File: src/hdl/rscf_pkg.sv
// shared types, state numbers and decode functions of the render state change filter
// no dependencies; used by every module of the block
package rscf_pkg;

    // result kinds
    typedef enum logic [1:0] {
        KIND_FLUSH   = 2'd0,
        KIND_RENDER  = 2'd1,
        KIND_SAMPLER = 2'd2,
        KIND_DONE    = 2'd3
    } kind_t;

    // render state numbers
    localparam logic [7:0] RS_BLEND_ENABLE = 8'd15;
    localparam logic [7:0] RS_MATERIAL_0   = 8'd206;
    localparam logic [7:0] RS_MATERIAL_1   = 8'd207;
    localparam logic [7:0] RS_MATERIAL_2   = 8'd208;
    localparam logic [7:0] RS_MATERIAL_3   = 8'd209;
    localparam logic [7:0] RS_SRC_BLEND    = 8'd19;
    localparam logic [7:0] RS_DST_BLEND    = 8'd20;
    localparam logic [7:0] RS_BLEND_OP     = 8'd171;

    // sampler state numbers
    localparam logic [7:0] SS_ADDR_U = 8'd1;
    localparam logic [7:0] SS_ADDR_V = 8'd2;
    localparam logic [7:0] SS_MAG    = 8'd5;
    localparam logic [7:0] SS_MIN    = 8'd6;

    localparam logic [7:0] ADDR_MODE_NONE = 8'd3;

    // one step of the fixed write script, in emission order
    localparam int NUM_STEPS = 18;
    typedef enum logic [4:0] {
        ST_B_FLUSH   = 5'd0,
        ST_B_ENABLE  = 5'd1,
        ST_B_MAT0    = 5'd2,
        ST_B_MAT1    = 5'd3,
        ST_B_MAT2    = 5'd4,
        ST_B_MAT3    = 5'd5,
        ST_B_DISABLE = 5'd6,
        ST_B_SRC     = 5'd7,
        ST_B_DST     = 5'd8,
        ST_B_OP      = 5'd9,
        ST_F_FLUSH   = 5'd10,
        ST_F_MAG     = 5'd11,
        ST_F_MIN     = 5'd12,
        ST_U_FLUSH   = 5'd13,
        ST_U_ADDR    = 5'd14,
        ST_V_FLUSH   = 5'd15,
        ST_V_ADDR    = 5'd16,
        ST_DONE      = 5'd17
    } step_t;

    typedef logic [NUM_STEPS-1:0] mask_t;

    // one classified sprite, front to back
    typedef struct packed {
        mask_t       steps;
        logic [7:0]  blend;
        logic [1:0]  filter;
        logic [1:0]  u_mode;
        logic [1:0]  v_mode;
        logic [31:0] count;
    } job_t;

    localparam int QUEUE_DEPTH = 4;

    // result payload without the counter fields
    typedef struct packed {
        kind_t      kind;
        logic [7:0] id;
        logic [3:0] value;
    } write_t;

    // blend code to source, destination and operation
    function automatic logic [3:0] blend_src(input logic [7:0] code);
        logic [3:0] v;
        v = 4'd5;
        unique case (code)
            8'd3: v = 4'd2;
            8'd4: v = 4'd10;
            8'd5: v = 4'd9;
            8'd6: v = 4'd4;
            8'd7: v = 4'd7;
            default: v = 4'd5;
        endcase
        return v;
    endfunction

    function automatic logic [3:0] blend_dst(input logic [7:0] code);
        logic [3:0] v;
        v = 4'd6;
        unique case (code)
            8'd1, 8'd2, 8'd8, 8'd9: v = 4'd2;
            8'd3, 8'd5: v = 4'd1;
            8'd4: v = 4'd4;
            8'd7: v = 4'd8;
            default: v = 4'd6;
        endcase
        return v;
    endfunction

    function automatic logic [3:0] blend_op(input logic [7:0] code);
        logic [3:0] v;
        v = 4'd1;
        unique case (code)
            8'd2: v = 4'd3;
            8'd8: v = 4'd4;
            8'd9: v = 4'd5;
            default: v = 4'd1;
        endcase
        return v;
    endfunction

    // address mode to sampler value (mode 3 never reaches here)
    function automatic logic [3:0] addr_value(input logic [1:0] mode);
        logic [3:0] v;
        v = 4'd2;
        unique case (mode)
            2'd0: v = 4'd1;
            2'd1: v = 4'd3;
            default: v = 4'd2;
        endcase
        return v;
    endfunction

    // payload of one script step
    function automatic write_t step_write(input step_t st, input job_t j);
        write_t     w;
        logic [3:0] fv;
        fv = (j.filter == 2'd0) ? 4'd2 : 4'd1;
        w  = '{kind: KIND_FLUSH, id: 8'd0, value: 4'd0};
        unique case (st)
            ST_B_FLUSH, ST_F_FLUSH, ST_U_FLUSH, ST_V_FLUSH:
                w = '{kind: KIND_FLUSH, id: 8'd0, value: 4'd0};
            ST_B_ENABLE:  w = '{kind: KIND_RENDER, id: RS_BLEND_ENABLE, value: 4'd1};
            ST_B_MAT0:    w = '{kind: KIND_RENDER, id: RS_MATERIAL_0, value: 4'd1};
            ST_B_MAT1:    w = '{kind: KIND_RENDER, id: RS_MATERIAL_1, value: 4'd2};
            ST_B_MAT2:    w = '{kind: KIND_RENDER, id: RS_MATERIAL_2, value: 4'd1};
            ST_B_MAT3:    w = '{kind: KIND_RENDER, id: RS_MATERIAL_3, value: 4'd1};
            ST_B_DISABLE: w = '{kind: KIND_RENDER, id: RS_BLEND_ENABLE, value: 4'd0};
            ST_B_SRC:     w = '{kind: KIND_RENDER, id: RS_SRC_BLEND, value: blend_src(j.blend)};
            ST_B_DST:     w = '{kind: KIND_RENDER, id: RS_DST_BLEND, value: blend_dst(j.blend)};
            ST_B_OP:      w = '{kind: KIND_RENDER, id: RS_BLEND_OP, value: blend_op(j.blend)};
            ST_F_MAG:     w = '{kind: KIND_SAMPLER, id: SS_MAG, value: fv};
            ST_F_MIN:     w = '{kind: KIND_SAMPLER, id: SS_MIN, value: fv};
            ST_U_ADDR:    w = '{kind: KIND_SAMPLER, id: SS_ADDR_U, value: addr_value(j.u_mode)};
            ST_V_ADDR:    w = '{kind: KIND_SAMPLER, id: SS_ADDR_V, value: addr_value(j.v_mode)};
            ST_DONE:      w = '{kind: KIND_DONE, id: 8'd0, value: 4'd0};
            default:      w = '{kind: KIND_FLUSH, id: 8'd0, value: 4'd0};
        endcase
        return w;
    endfunction

endpackage

File: src/hdl/render_state_change_filter.sv
// top level of the render state change filter: front end, job queue, back end
// depends on rscf_pkg, rscf_front, rscf_queue, rscf_back
//
//  channel | handshake            | payload
//  --------+----------------------+--------------------------------------------------
//  in      | in_valid / in_ready  | flags_word0, flags_word2
//  out     | out_valid / out_ready| kind, state_id, state_value, sprite_count, last
//
// each sprite yields from 1 result (done only) up to 18 results, the most when every field
// changed; the back-end step walker emits one result per clock while out_ready does not stall it
// in_ready drops only when the four-entry job queue is full
// a sprite's first result passes the queue entry register, then the output register
// reset clears the cache to "unknown" (blend 255) and the sprite counter to zero
module render_state_change_filter (
    input  logic        clk,
    input  logic        rst_n,
    input  logic        in_valid,
    output logic        in_ready,
    input  logic [31:0] flags_word0,
    input  logic [31:0] flags_word2,
    output logic        out_valid,
    input  logic        out_ready,
    output logic [1:0]  kind,
    output logic [7:0]  state_id,
    output logic [3:0]  state_value,
    output logic [31:0] sprite_count,
    output logic        last
);

    logic           push;
    rscf_pkg::job_t push_job;
    logic           q_full;
    logic           pop;
    logic           head_valid;
    rscf_pkg::job_t head_job;

    // classify and cache
    rscf_front u_front (
        .clk         (clk),
        .rst_n       (rst_n),
        .in_valid    (in_valid),
        .in_ready    (in_ready),
        .flags_word0 (flags_word0),
        .flags_word2 (flags_word2),
        .q_full      (q_full),
        .push        (push),
        .push_job    (push_job)
    );

    // decoupling queue
    rscf_queue u_queue (
        .clk        (clk),
        .rst_n      (rst_n),
        .push       (push),
        .push_job   (push_job),
        .full       (q_full),
        .pop        (pop),
        .head_valid (head_valid),
        .head_job   (head_job)
    );

    // emit write sequences
    rscf_back u_back (
        .clk          (clk),
        .rst_n        (rst_n),
        .head_valid   (head_valid),
        .head_job     (head_job),
        .pop          (pop),
        .out_valid    (out_valid),
        .out_ready    (out_ready),
        .kind         (kind),
        .state_id     (state_id),
        .state_value  (state_value),
        .sprite_count (sprite_count),
        .last         (last)
    );

endmodule

File: src/hdl/rscf_front.sv
// front end: accepts sprites, compares decoded fields with the cache, builds step masks
// depends on rscf_pkg
module rscf_front (
    input  logic               clk,
    input  logic               rst_n,
    input  logic               in_valid,
    output logic               in_ready,
    input  logic [31:0]        flags_word0,
    input  logic [31:0]        flags_word2,
    input  logic               q_full,
    output logic               push,
    output rscf_pkg::job_t     push_job
);

    logic [7:0]  blend_reg;
    logic [7:0]  blend_next;
    logic        filter_known_reg;
    logic [1:0]  filter_reg;
    logic        u_known_reg;
    logic [1:0]  u_reg;
    logic        v_known_reg;
    logic [1:0]  v_reg;
    logic [31:0] count_reg;
    logic [31:0] count_next;

    logic [7:0]  blend;
    logic [1:0]  filter;
    logic [1:0]  u_mode;
    logic [1:0]  v_mode;
    logic        blend_chg;
    logic        filter_chg;
    logic        u_chg;
    logic        v_chg;
    rscf_pkg::mask_t steps;

    // field decode
    assign blend  = flags_word0[15:8];
    assign filter = flags_word2[3:2];
    assign u_mode = flags_word2[17:16];
    assign v_mode = flags_word2[14:13];

    assign in_ready = !q_full;
    assign push     = in_valid && in_ready;

    // change detection against cache
    assign blend_chg  = blend != blend_reg;
    assign filter_chg = !filter_known_reg || (filter != filter_reg);
    assign u_chg      = !u_known_reg || (u_mode != u_reg);
    assign v_chg      = !v_known_reg || (v_mode != v_reg);

    // steps this sprite will emit
    always_comb
    begin
        steps = '0;
        steps[rscf_pkg::ST_B_FLUSH]   = blend_chg;
        steps[rscf_pkg::ST_B_ENABLE]  = blend_chg;
        steps[rscf_pkg::ST_B_MAT0]    = blend_chg;
        steps[rscf_pkg::ST_B_MAT1]    = blend_chg;
        steps[rscf_pkg::ST_B_MAT2]    = blend_chg;
        steps[rscf_pkg::ST_B_MAT3]    = blend_chg;
        steps[rscf_pkg::ST_B_DISABLE] = blend_chg && (blend == 8'd3);
        steps[rscf_pkg::ST_B_SRC]     = blend_chg;
        steps[rscf_pkg::ST_B_DST]     = blend_chg;
        steps[rscf_pkg::ST_B_OP]      = blend_chg;
        steps[rscf_pkg::ST_F_FLUSH]   = filter_chg;
        steps[rscf_pkg::ST_F_MAG]     = filter_chg;
        steps[rscf_pkg::ST_F_MIN]     = filter_chg;
        steps[rscf_pkg::ST_U_FLUSH]   = u_chg;
        steps[rscf_pkg::ST_U_ADDR]    = u_chg && ({6'd0, u_mode} != rscf_pkg::ADDR_MODE_NONE);
        steps[rscf_pkg::ST_V_FLUSH]   = v_chg;
        steps[rscf_pkg::ST_V_ADDR]    = v_chg && ({6'd0, v_mode} != rscf_pkg::ADDR_MODE_NONE);
        steps[rscf_pkg::ST_DONE]      = 1'b1;
    end

    assign count_next = count_reg + 32'd1;
    assign blend_next = blend;

    assign push_job = '{steps: steps, blend: blend, filter: filter, u_mode: u_mode,
                        v_mode: v_mode, count: count_next};

    // cache and counter update on transfer
    always_ff @(posedge clk or negedge rst_n)
    begin
        if (!rst_n)
        begin
            blend_reg        <= 8'hff;
            filter_known_reg <= 1'b0;
            filter_reg       <= 2'd0;
            u_known_reg      <= 1'b0;
            u_reg            <= 2'd0;
            v_known_reg      <= 1'b0;
            v_reg            <= 2'd0;
            count_reg        <= 32'd0;
        end
        else if (push)
        begin
            blend_reg        <= blend_next;
            filter_known_reg <= 1'b1;
            filter_reg       <= filter;
            u_known_reg      <= 1'b1;
            u_reg            <= u_mode;
            v_known_reg      <= 1'b1;
            v_reg            <= v_mode;
            count_reg        <= count_next;
        end
    end

endmodule

File: src/hdl/rscf_queue.sv
// short job queue between front and back end
// depends on rscf_pkg
module rscf_queue (
    input  logic               clk,
    input  logic               rst_n,
    input  logic               push,
    input  rscf_pkg::job_t     push_job,
    output logic               full,
    input  logic               pop,
    output logic               head_valid,
    output rscf_pkg::job_t     head_job
);

    localparam int PTR_W = $clog2(rscf_pkg::QUEUE_DEPTH);
    localparam int CNT_W = $clog2(rscf_pkg::QUEUE_DEPTH + 1);

    rscf_pkg::job_t entry_reg [rscf_pkg::QUEUE_DEPTH];
    logic [PTR_W-1:0] wr_ptr_reg;
    logic [PTR_W-1:0] wr_ptr_next;
    logic [PTR_W-1:0] rd_ptr_reg;
    logic [PTR_W-1:0] rd_ptr_next;
    logic [CNT_W-1:0] fill_reg;
    logic [CNT_W-1:0] fill_next;

    assign full       = fill_reg == CNT_W'(rscf_pkg::QUEUE_DEPTH);
    assign head_valid = fill_reg != '0;
    assign head_job   = entry_reg[rd_ptr_reg];

    // pointer and fill arithmetic
    always_comb
    begin
        wr_ptr_next = wr_ptr_reg;
        rd_ptr_next = rd_ptr_reg;
        fill_next   = fill_reg;
        if (push)
        begin
            wr_ptr_next = (wr_ptr_reg == PTR_W'(rscf_pkg::QUEUE_DEPTH - 1)) ? '0
                                                                          : wr_ptr_reg + 1'b1;
        end
        if (pop)
        begin
            rd_ptr_next = (rd_ptr_reg == PTR_W'(rscf_pkg::QUEUE_DEPTH - 1)) ? '0
                                                                          : rd_ptr_reg + 1'b1;
        end
        if (push && !pop)
        begin
            fill_next = fill_reg + 1'b1;
        end
        else if (pop && !push)
        begin
            fill_next = fill_reg - 1'b1;
        end
    end

    always_ff @(posedge clk or negedge rst_n)
    begin
        if (!rst_n)
        begin
            wr_ptr_reg <= '0;
            rd_ptr_reg <= '0;
            fill_reg   <= '0;
        end
        else
        begin
            wr_ptr_reg <= wr_ptr_next;
            rd_ptr_reg <= rd_ptr_next;
            fill_reg   <= fill_next;
        end
    end

    // entry storage
    always_ff @(posedge clk)
    begin
        if (push)
        begin
            entry_reg[wr_ptr_reg] <= push_job;
        end
    end

endmodule

File: src/hdl/rscf_back.sv
// back end: walks the head job's step mask and drives the output register
// depends on rscf_pkg
module rscf_back (
    input  logic               clk,
    input  logic               rst_n,
    input  logic               head_valid,
    input  rscf_pkg::job_t     head_job,
    output logic               pop,
    output logic               out_valid,
    input  logic               out_ready,
    output logic [1:0]         kind,
    output logic [7:0]         state_id,
    output logic [3:0]         state_value,
    output logic [31:0]        sprite_count,
    output logic               last
);

    rscf_pkg::mask_t  sent_reg;
    rscf_pkg::mask_t  sent_next;
    rscf_pkg::mask_t  pending;
    rscf_pkg::step_t  step;
    rscf_pkg::write_t wr;
    logic             fire;
    logic             is_done;

    logic             valid_reg;
    rscf_pkg::kind_t  kind_reg;
    logic [7:0]       id_reg;
    logic [3:0]       value_reg;
    logic [31:0]      count_reg;
    logic             last_reg;

    // lowest step not yet sent; done is always pending
    assign pending = head_job.steps & ~sent_reg;

    always_comb
    begin
        step = rscf_pkg::ST_DONE;
        for (int i = rscf_pkg::NUM_STEPS - 1; i >= 0; i--)
        begin
            if (pending[i])
            begin
                step = rscf_pkg::step_t'(5'(i));
            end
        end
    end

    assign wr      = rscf_pkg::step_write(step, head_job);
    assign is_done = step == rscf_pkg::ST_DONE;
    assign fire    = head_valid && (!valid_reg || out_ready);
    assign pop     = fire && is_done;

    // progress through the current job
    always_comb
    begin
        sent_next = sent_reg;
        if (fire)
        begin
            sent_next = is_done ? '0 : (sent_reg | (rscf_pkg::mask_t'(1) << step));
        end
    end

    always_ff @(posedge clk or negedge rst_n)
    begin
        if (!rst_n)
        begin
            sent_reg  <= '0;
            valid_reg <= 1'b0;
        end
        else
        begin
            sent_reg <= sent_next;
            if (fire)
            begin
                valid_reg <= 1'b1;
            end
            else if (out_ready)
            begin
                valid_reg <= 1'b0;
            end
        end
    end

    // output payload
    always_ff @(posedge clk)
    begin
        if (fire)
        begin
            kind_reg  <= wr.kind;
            id_reg    <= wr.id;
            value_reg <= wr.value;
            count_reg <= is_done ? head_job.count : 32'd0;
            last_reg  <= is_done;
        end
    end

    assign out_valid    = valid_reg;
    assign kind         = kind_reg;
    assign state_id     = id_reg;
    assign state_value  = value_reg;
    assign sprite_count = count_reg;
    assign last         = last_reg;

endmodule

File: config.mk
export PLATFORM = sky130hd
export DESIGN_NAME = render_state_change_filter
export DESIGN_NICKNAME = d
export VERILOG_FILES = /design/src/hdl/rscf_pkg.sv /design/src/hdl/render_state_change_filter.sv /design/src/hdl/rscf_front.sv /design/src/hdl/rscf_queue.sv /design/src/hdl/rscf_back.sv
export SDC_FILE = /design/constraint.sdc
export NUM_CORES = 1
export LEC_CHECK = 0
export BUFFER_PORTS_ARGS = -buffer_cell sky130_fd_sc_hd__clkbuf_2
export CAP_MARGIN = 20
export CELL_PAD_IN_SITES_DETAIL_PLACEMENT = 0
export CELL_PAD_IN_SITES_GLOBAL_PLACEMENT = 2
export CORE_AREA = 2 2 230 209
export CTS_CLUSTER_DIAMETER = 200
export DETAILED_ROUTE_END_ITERATION = 7
export DIE_AREA = 0 0 232 211
export PLACE_DENSITY_LB_ADDON = 0.12
export REMOVE_ABC_BUFFERS = 1
export SLEW_MARGIN = 20
export SYNTH_ARGS = -nofsm -noshare
export SYNTH_HDL_FRONTEND = slang
export SYNTH_SLANG_ARGS = --single-unit
File: constraint.sdc
create_clock -name clk -period 4.55 [get_ports clk]
set_input_delay 0.6825 -clock clk [delete_from_list [all_inputs] [get_ports clk]]
set_output_delay 0.6825 -clock clk [all_outputs]
set_load 0.01 [all_outputs]
==> impl_metrics.ini, run 1 <==
[status]
status = finished, final reports clean

[critical_path]
crit_path_end_kind = flop
rrSetupSlack_ns = 0.85
ff2ff_path_depth = 11
crit_path_max_fanout = 16
worstReg2RegStart = u_queue.rd_ptr_reg[0]
crit_buf_inv = 2
cp.required_ns = 4.99
reg2reg_to = u_queue.fill_reg[1]
cpMaxStageDelayCell = mux4_2
setup.worst_path.start_class = flop
cp_top_family = multiplexers
worstSetupEndpoint = u_queue.fill_reg[1]
critical_path_class = reg -> reg
cp.depth = 11
critPathArrivalTime_ns = 4.14
path_cells = mux4_2, a22oi_1, a22o_1, a21boi_0, nand2_1, nor3_4, inv_1, ha_1, inv_1, fa_1, mux2_2
max_stage_delay_ns = 0.63
crit_path_frequent_cell = inv_1
startpoint = u_queue.rd_ptr_reg[0]

[power_and_ir_drop]
p_leak_uw = 0.00611
max-vdd-ir-drop_mv = 0.227
p_per_area_nw_per_um2 = 656

[sta]
min_period_ns = 3.70
final_max_slew_viol_count = 0
fmax_mhz = 270
fin_skew_ns = 0.0226
finalCritPeriodShare_pct = 81.4
grt_setup_unrepaired = false
final_hold_viol_count = 0
worstMarginPinSlew_ns = 0.957
setup_viol = 0
holdWs_ns = 0.161
slew_headroom_pct = 36.2

[detailed_routing]
routedWlPerCell_um = 19.4
vias = 7612
met2_length_um = 15300
wl_met1_um = 14700
wl_um = 32000
dr.pass1.iters = 4
top_layer = met5
drc_errors = 0
post_drt_via_cell_ratio = 4.61
drtIter0Drc = 406
routed-wl-met3_um = 1210
ant_nets = 0

[global_route]
grt_pass1_vias = 8139
grtUsageTotal_pct = 13.4
antenna_found_initial = 1
grt_remaining_overflow = 0
grt_pass1_wl_um = 49700
grt_max_degree = 44

[synth]
synthCells = 911
synth-simple-area-share_pct = 11.3
synth_compound_area_share_pct = 3.64
netlist_area_sq_um = 13800
syn_avg_cell_area_sq_um = 15.1
synthAdderAreaFrac_pct = 0.780
synth-seq-cells = 331
synth_top_area_share_pct = 56.4
yosys_warnings = 0
yosysTopAreaCell = edfxtp_1
muxShareOfSynthArea_pct = 8.12
ys_seq_area_share_pct = 69.5
synth_flop_cell = edfxtp_1
synthTopCellsByArea = edfxtp_1, dfrtp_1, mux4_2, nand2_1, xor2_1
synth_common_cells = edfxtp_1, nand2_1, dfrtp_1
synth_edf_count = 259
synth-xor-area-share_pct = 4.95
async_reset_ff_share_pct = 21.8
yosysUniqueCellTypes = 66
synth_top_family_by_area = simple AND/OR/NAND/NOR gates
yosysMostFrequentCell = edfxtp_1

[floorplanning]
num_rows = 75
start_util_pct = 29.7
chipHeight_um = 211
pin_count = 117
core_area_sq_um = 46500
die_area_sq_um = 49000
die_w_um = 232

[clock_tree]
cts_tree = built
ctsHoldBuffers = 0
cts_resized = 0
clkTransAtPathRegs_ns = 0.06
clock_latency_ns = 0.57
cts.htree.levels = 2
clk_path_buf_depth = 3
post-cts-setup-buffers = 0
cts_sinks = 331
cts_root_buf = clkbuf_16
numCtsBuffers = 39

[placement]
placed_cell_area_sq_um = 14900
port_buffers = 66
globalplace.congestion = 0.737
hpwl_um = 20200

[worst_hold_path]
hold_class = in -> async

[layout]
drive_gt1_share_pct = 20.8
nets = 1080
largest_register_ffs = 212
area_growth_pct = 18.0
postLayoutCellArea_sq_um = 16300

[run]
cap_violations = 0
==> kinds of logic after synthesis <==
| group | count (synthesis) |
|---|---|
| flops | 331 |
| mux | 56 |
| fa+ha+maj | 8 |
| buf+inv | 51 |
| simple gates | 315 |
| compound gates | 72 |
| xor+xnor | 78 |
==> stage by stage <==
step                      setup slack (ns)  utilization, %  setup TNS [ns]  total power, uW  cells
after floorplan                     -0.728               -           -8.80             6390    876
after global placement               0.853            32.1               0             7530   1579
after detailed placement             0.824            32.1               0             7510   1579
after CTS                            0.822            35.0               0            10900   1651
after global routing                 0.609            35.0               0            11300   1651
final                                0.847            35.0               0            10700   1652
==> routing by layer <==
metal  track usage (%)  up-vias
met4              3.74        2
met2              22.2      105
met1              17.8     3861
met5                 0        -
li1                  -     3590
met3              3.04       54
==> area by class of cell <==
cell class	count	area, sq um
Fill cell	4506	30200
Sequential cell	331	9590
Multi-Input combinational cell	529	3980
Clock buffer	54	1050
Tap cell	616	771
Timing Repair Buffer	87	503
Clock inverter	18	305
Inverter	16	62.6
Antenna cell	1	2.50
==> worst register-to-register path: stages (launching register included) <==
cell	delay, ns
dfrtp_4	0.60
mux4_2	0.63
a22oi_1	0.22
a22o_1	0.23
a21boi_0	0.35
nand2_1	0.27
nor3_4	0.28
inv_1	0.07
ha_1	0.20
inv_1	0.07
fa_1	0.39
mux2_2	0.26
==> worst min-delay path by stage <==
stage                               from              endpoint  depth (start not counted)
finish                             rst_n   u_queue.fill_reg[2]                          1
global route                       rst_n   u_queue.fill_reg[2]                          1
CTS                                rst_n      u_front.v_reg[0]                          1
detailed placement  u_front.blend_reg[2]  u_front.blend_reg[2]                          2
global placement    u_front.blend_reg[1]  u_front.blend_reg[1]                          2
floorplan                          rst_n      u_back.out_valid                          0
==> placed cells by master, fill, tap and decap left out, types with 8 or more instances in the layout <==
cell type / n
a21oi_1: 22
and2_1: 38
and3_1: 9
buf_4: 21
clkbuf_1: 13
clkbuf_16: 39
clkbuf_2: 65
dfrtp_1: 62
dfstp_2: 8
edfxtp_1: 259
inv_1: 14
mux2i_1: 8
mux4_2: 43
nand2_1: 110
nand2b_1: 8
nand3_1: 27
nand4_1: 12
nor2_1: 55
nor3_1: 13
nor4_1: 10
o21ai_0: 12
xnor2_1: 37
xor2_1: 41
==> power breakdown <==
| part | switching [uW] | internal, uW |
|---|---|---|
| logic | 1900 | 1080 |
| clock network | 1260 | 2030 |
| registers | 281 | 4120 |
Note: power is estimated with default switching activity, not from simulation.
==> inputs of run 2 (changes only) <==
==> constraint.sdc (replaced) <==
create_clock -name clk -period 3.75 [get_ports clk]
set_input_delay 0.5625 -clock clk [delete_from_list [all_inputs] [get_ports clk]]
set_output_delay 0.5625 -clock clk [all_outputs]
set_load 0.01 [all_outputs]
==> run 2 against run 1 <==
Net effect: flip-flop and latch count did not move; cell area up 0.32%; maximum frequency increased by 9.0%; via count barely moved; first-iteration DRC count increased by 16%; register-to-register slack worse by 0.49 ns; setup slack got worse by 0.49 ns; worst hold slack worse by 0.053 ns; wire length up 0.14%; sequential share of layout area fell by 0.19 points; critical path depth is the same.
==> impl_metrics.ini, run 2 (synthesis gave the netlist of run 1 again) <==
[power_and_ir_drop]
p_leak_uw = 0.00616
p_per_area_nw_per_um2 = 792
max-vdd-ir-drop_mv = 0.289
totalPowerFinal_uw = 12900

[floorplanning]
pin_count = 117
die_area_sq_um = 49000
num_rows = 75
chipHeight_um = 211
core_area_sq_um = 46500
die_w_um = 232
start_util_pct = 29.7

[clock_tree]
clkTransAtPathRegs_ns = 0.06
numCtsBuffers = 38
cts_sinks = 331
clock_latency_ns = 0.56
cts_tree = built
cts.htree.levels = 2
ctsHoldBuffers = 0
clk_path_buf_depth = 3
post-cts-setup-buffers = 0
cts_resized = 0
cts_root_buf = clkbuf_16

[global_route]
grt_most_used_layer = met2
grtUsageTotal_pct = 13.7
antenna_found_initial = 0
grt_remaining_overflow = 0
use_met3_pct = 3.10
grtUsageMet1_pct = 18.3
grt_max_degree = 54
grt_pass1_wl_um = 50200
grt_pass1_vias = 8115
gr-usage-met2_pct = 22.2

[layout]
final_cell_mix = edfxtp_1, nand2_1, clkbuf_2
drive_gt1_share_pct = 21.9
nets = 1090
final-seq-area_sq_um = 9590
final_common_cell = edfxtp_1
final_util_pct = 35.1
area_growth_pct = 18.3
multi_input_area_sq_um = 3980
largest_register_ffs = 212
n_fill_cell = 4454

[critical_path]
cp.required_ns = 4.18
startpoint = u_queue.rd_ptr_reg[0]
critPathArrivalTime_ns = 3.83
worstReg2RegStart = u_queue.rd_ptr_reg[0]
crit_path_max_fanout = 7
crit_path_end_kind = flop
ff2ff_path_depth = 11
setup.worst_path.start_class = flop
critical_path_class = reg -> reg

[sta]
min_period_ns = 3.40
setup_viol = 0
final_max_slew_viol_count = 0
fmax_mhz = 294
grt_setup_unrepaired = false
holdWs_ns = 0.108
fin_ws_ns = 0.353
worstMarginPinSlew_ns = 0.851
slew_headroom_pct = 43.2
fin_skew_ns = 0.0224
final_hold_viol_count = 0
finalSetupTns_ns = 0
finalCritPeriodShare_pct = 90.6

[detailed_routing]
post_drt_via_cell_ratio = 4.59
wl_um = 32000
drc_errors = 0
vias = 7619
dr.pass1.iters = 6
routedWlPerCell_um = 19.3
ant_nets = 0
drtIter0Drc = 472

[placement]
globalplace.congestion = 0.748
hpwl_um = 20200
preCtsSetupSlack_ns = 0.296
port_buffers = 66

[run]
cap_violations = 0

[status]
status = finished, final reports clean

[worst_hold_path]
hold_class = in -> async
[run 2: worst max-delay path: stages, from the launching register on]
cell,delay [ns]
dfrtp_4,0.49
mux4_2,0.59
a22oi_1,0.21
a22o_1,0.22
a21boi_0,0.30
nand2_1,0.16
nor3_4,0.24
inv_1,0.10
ha_1,0.21
inv_1,0.07
fa_1,0.40
mux2_2,0.26
[run 2: path summary, 6_finish.rpt]
check                                              to  slack, ns
worst max-delay path              u_queue.fill_reg[1]       0.35
worst min-delay path              u_queue.fill_reg[2]       0.11
worst max register to register    u_queue.fill_reg[1]       0.35
worst min register to register   u_front.blend_reg[3]       0.46
max in group asynchronous       u_front.count_reg[23]       2.90
min in group clk                     u_back.out_valid       0.26
[run 2: area by class of cell]
cell class                      instances  area share, %
Multi-Input combinational cell        529           24.4
Clock inverter                         20           1.49
Timing Repair Buffer                   98           3.89
Clock buffer                           49           6.33
Antenna cell                            1         0.0153
Inverter                               16          0.383
Sequential cell                       331           58.8
Tap cell                              616           4.72
[run 2: through the flow]
stage               instances  area, sq um
floorplan                 876        13600
global placement         1590        15000
detailed placement       1590        15000
CTS                      1659        16300
global route             1659        16300
finish                   1660        16300
[run 2: where the power goes]
| group | internal (uW) | switching, uW |
|---|---|---|
| clock | 2300 | 1510 |
| combinational | 1470 | 2360 |
| sequential | 4990 | 315 |
| total | 8760 | 4180 |
[run 2: routing by layer]
layer	wire [um]	share of wire, %
met1	14800	46
met5	0	0
met2	15200	48
met3	1250	3.9
met4	695	2.2
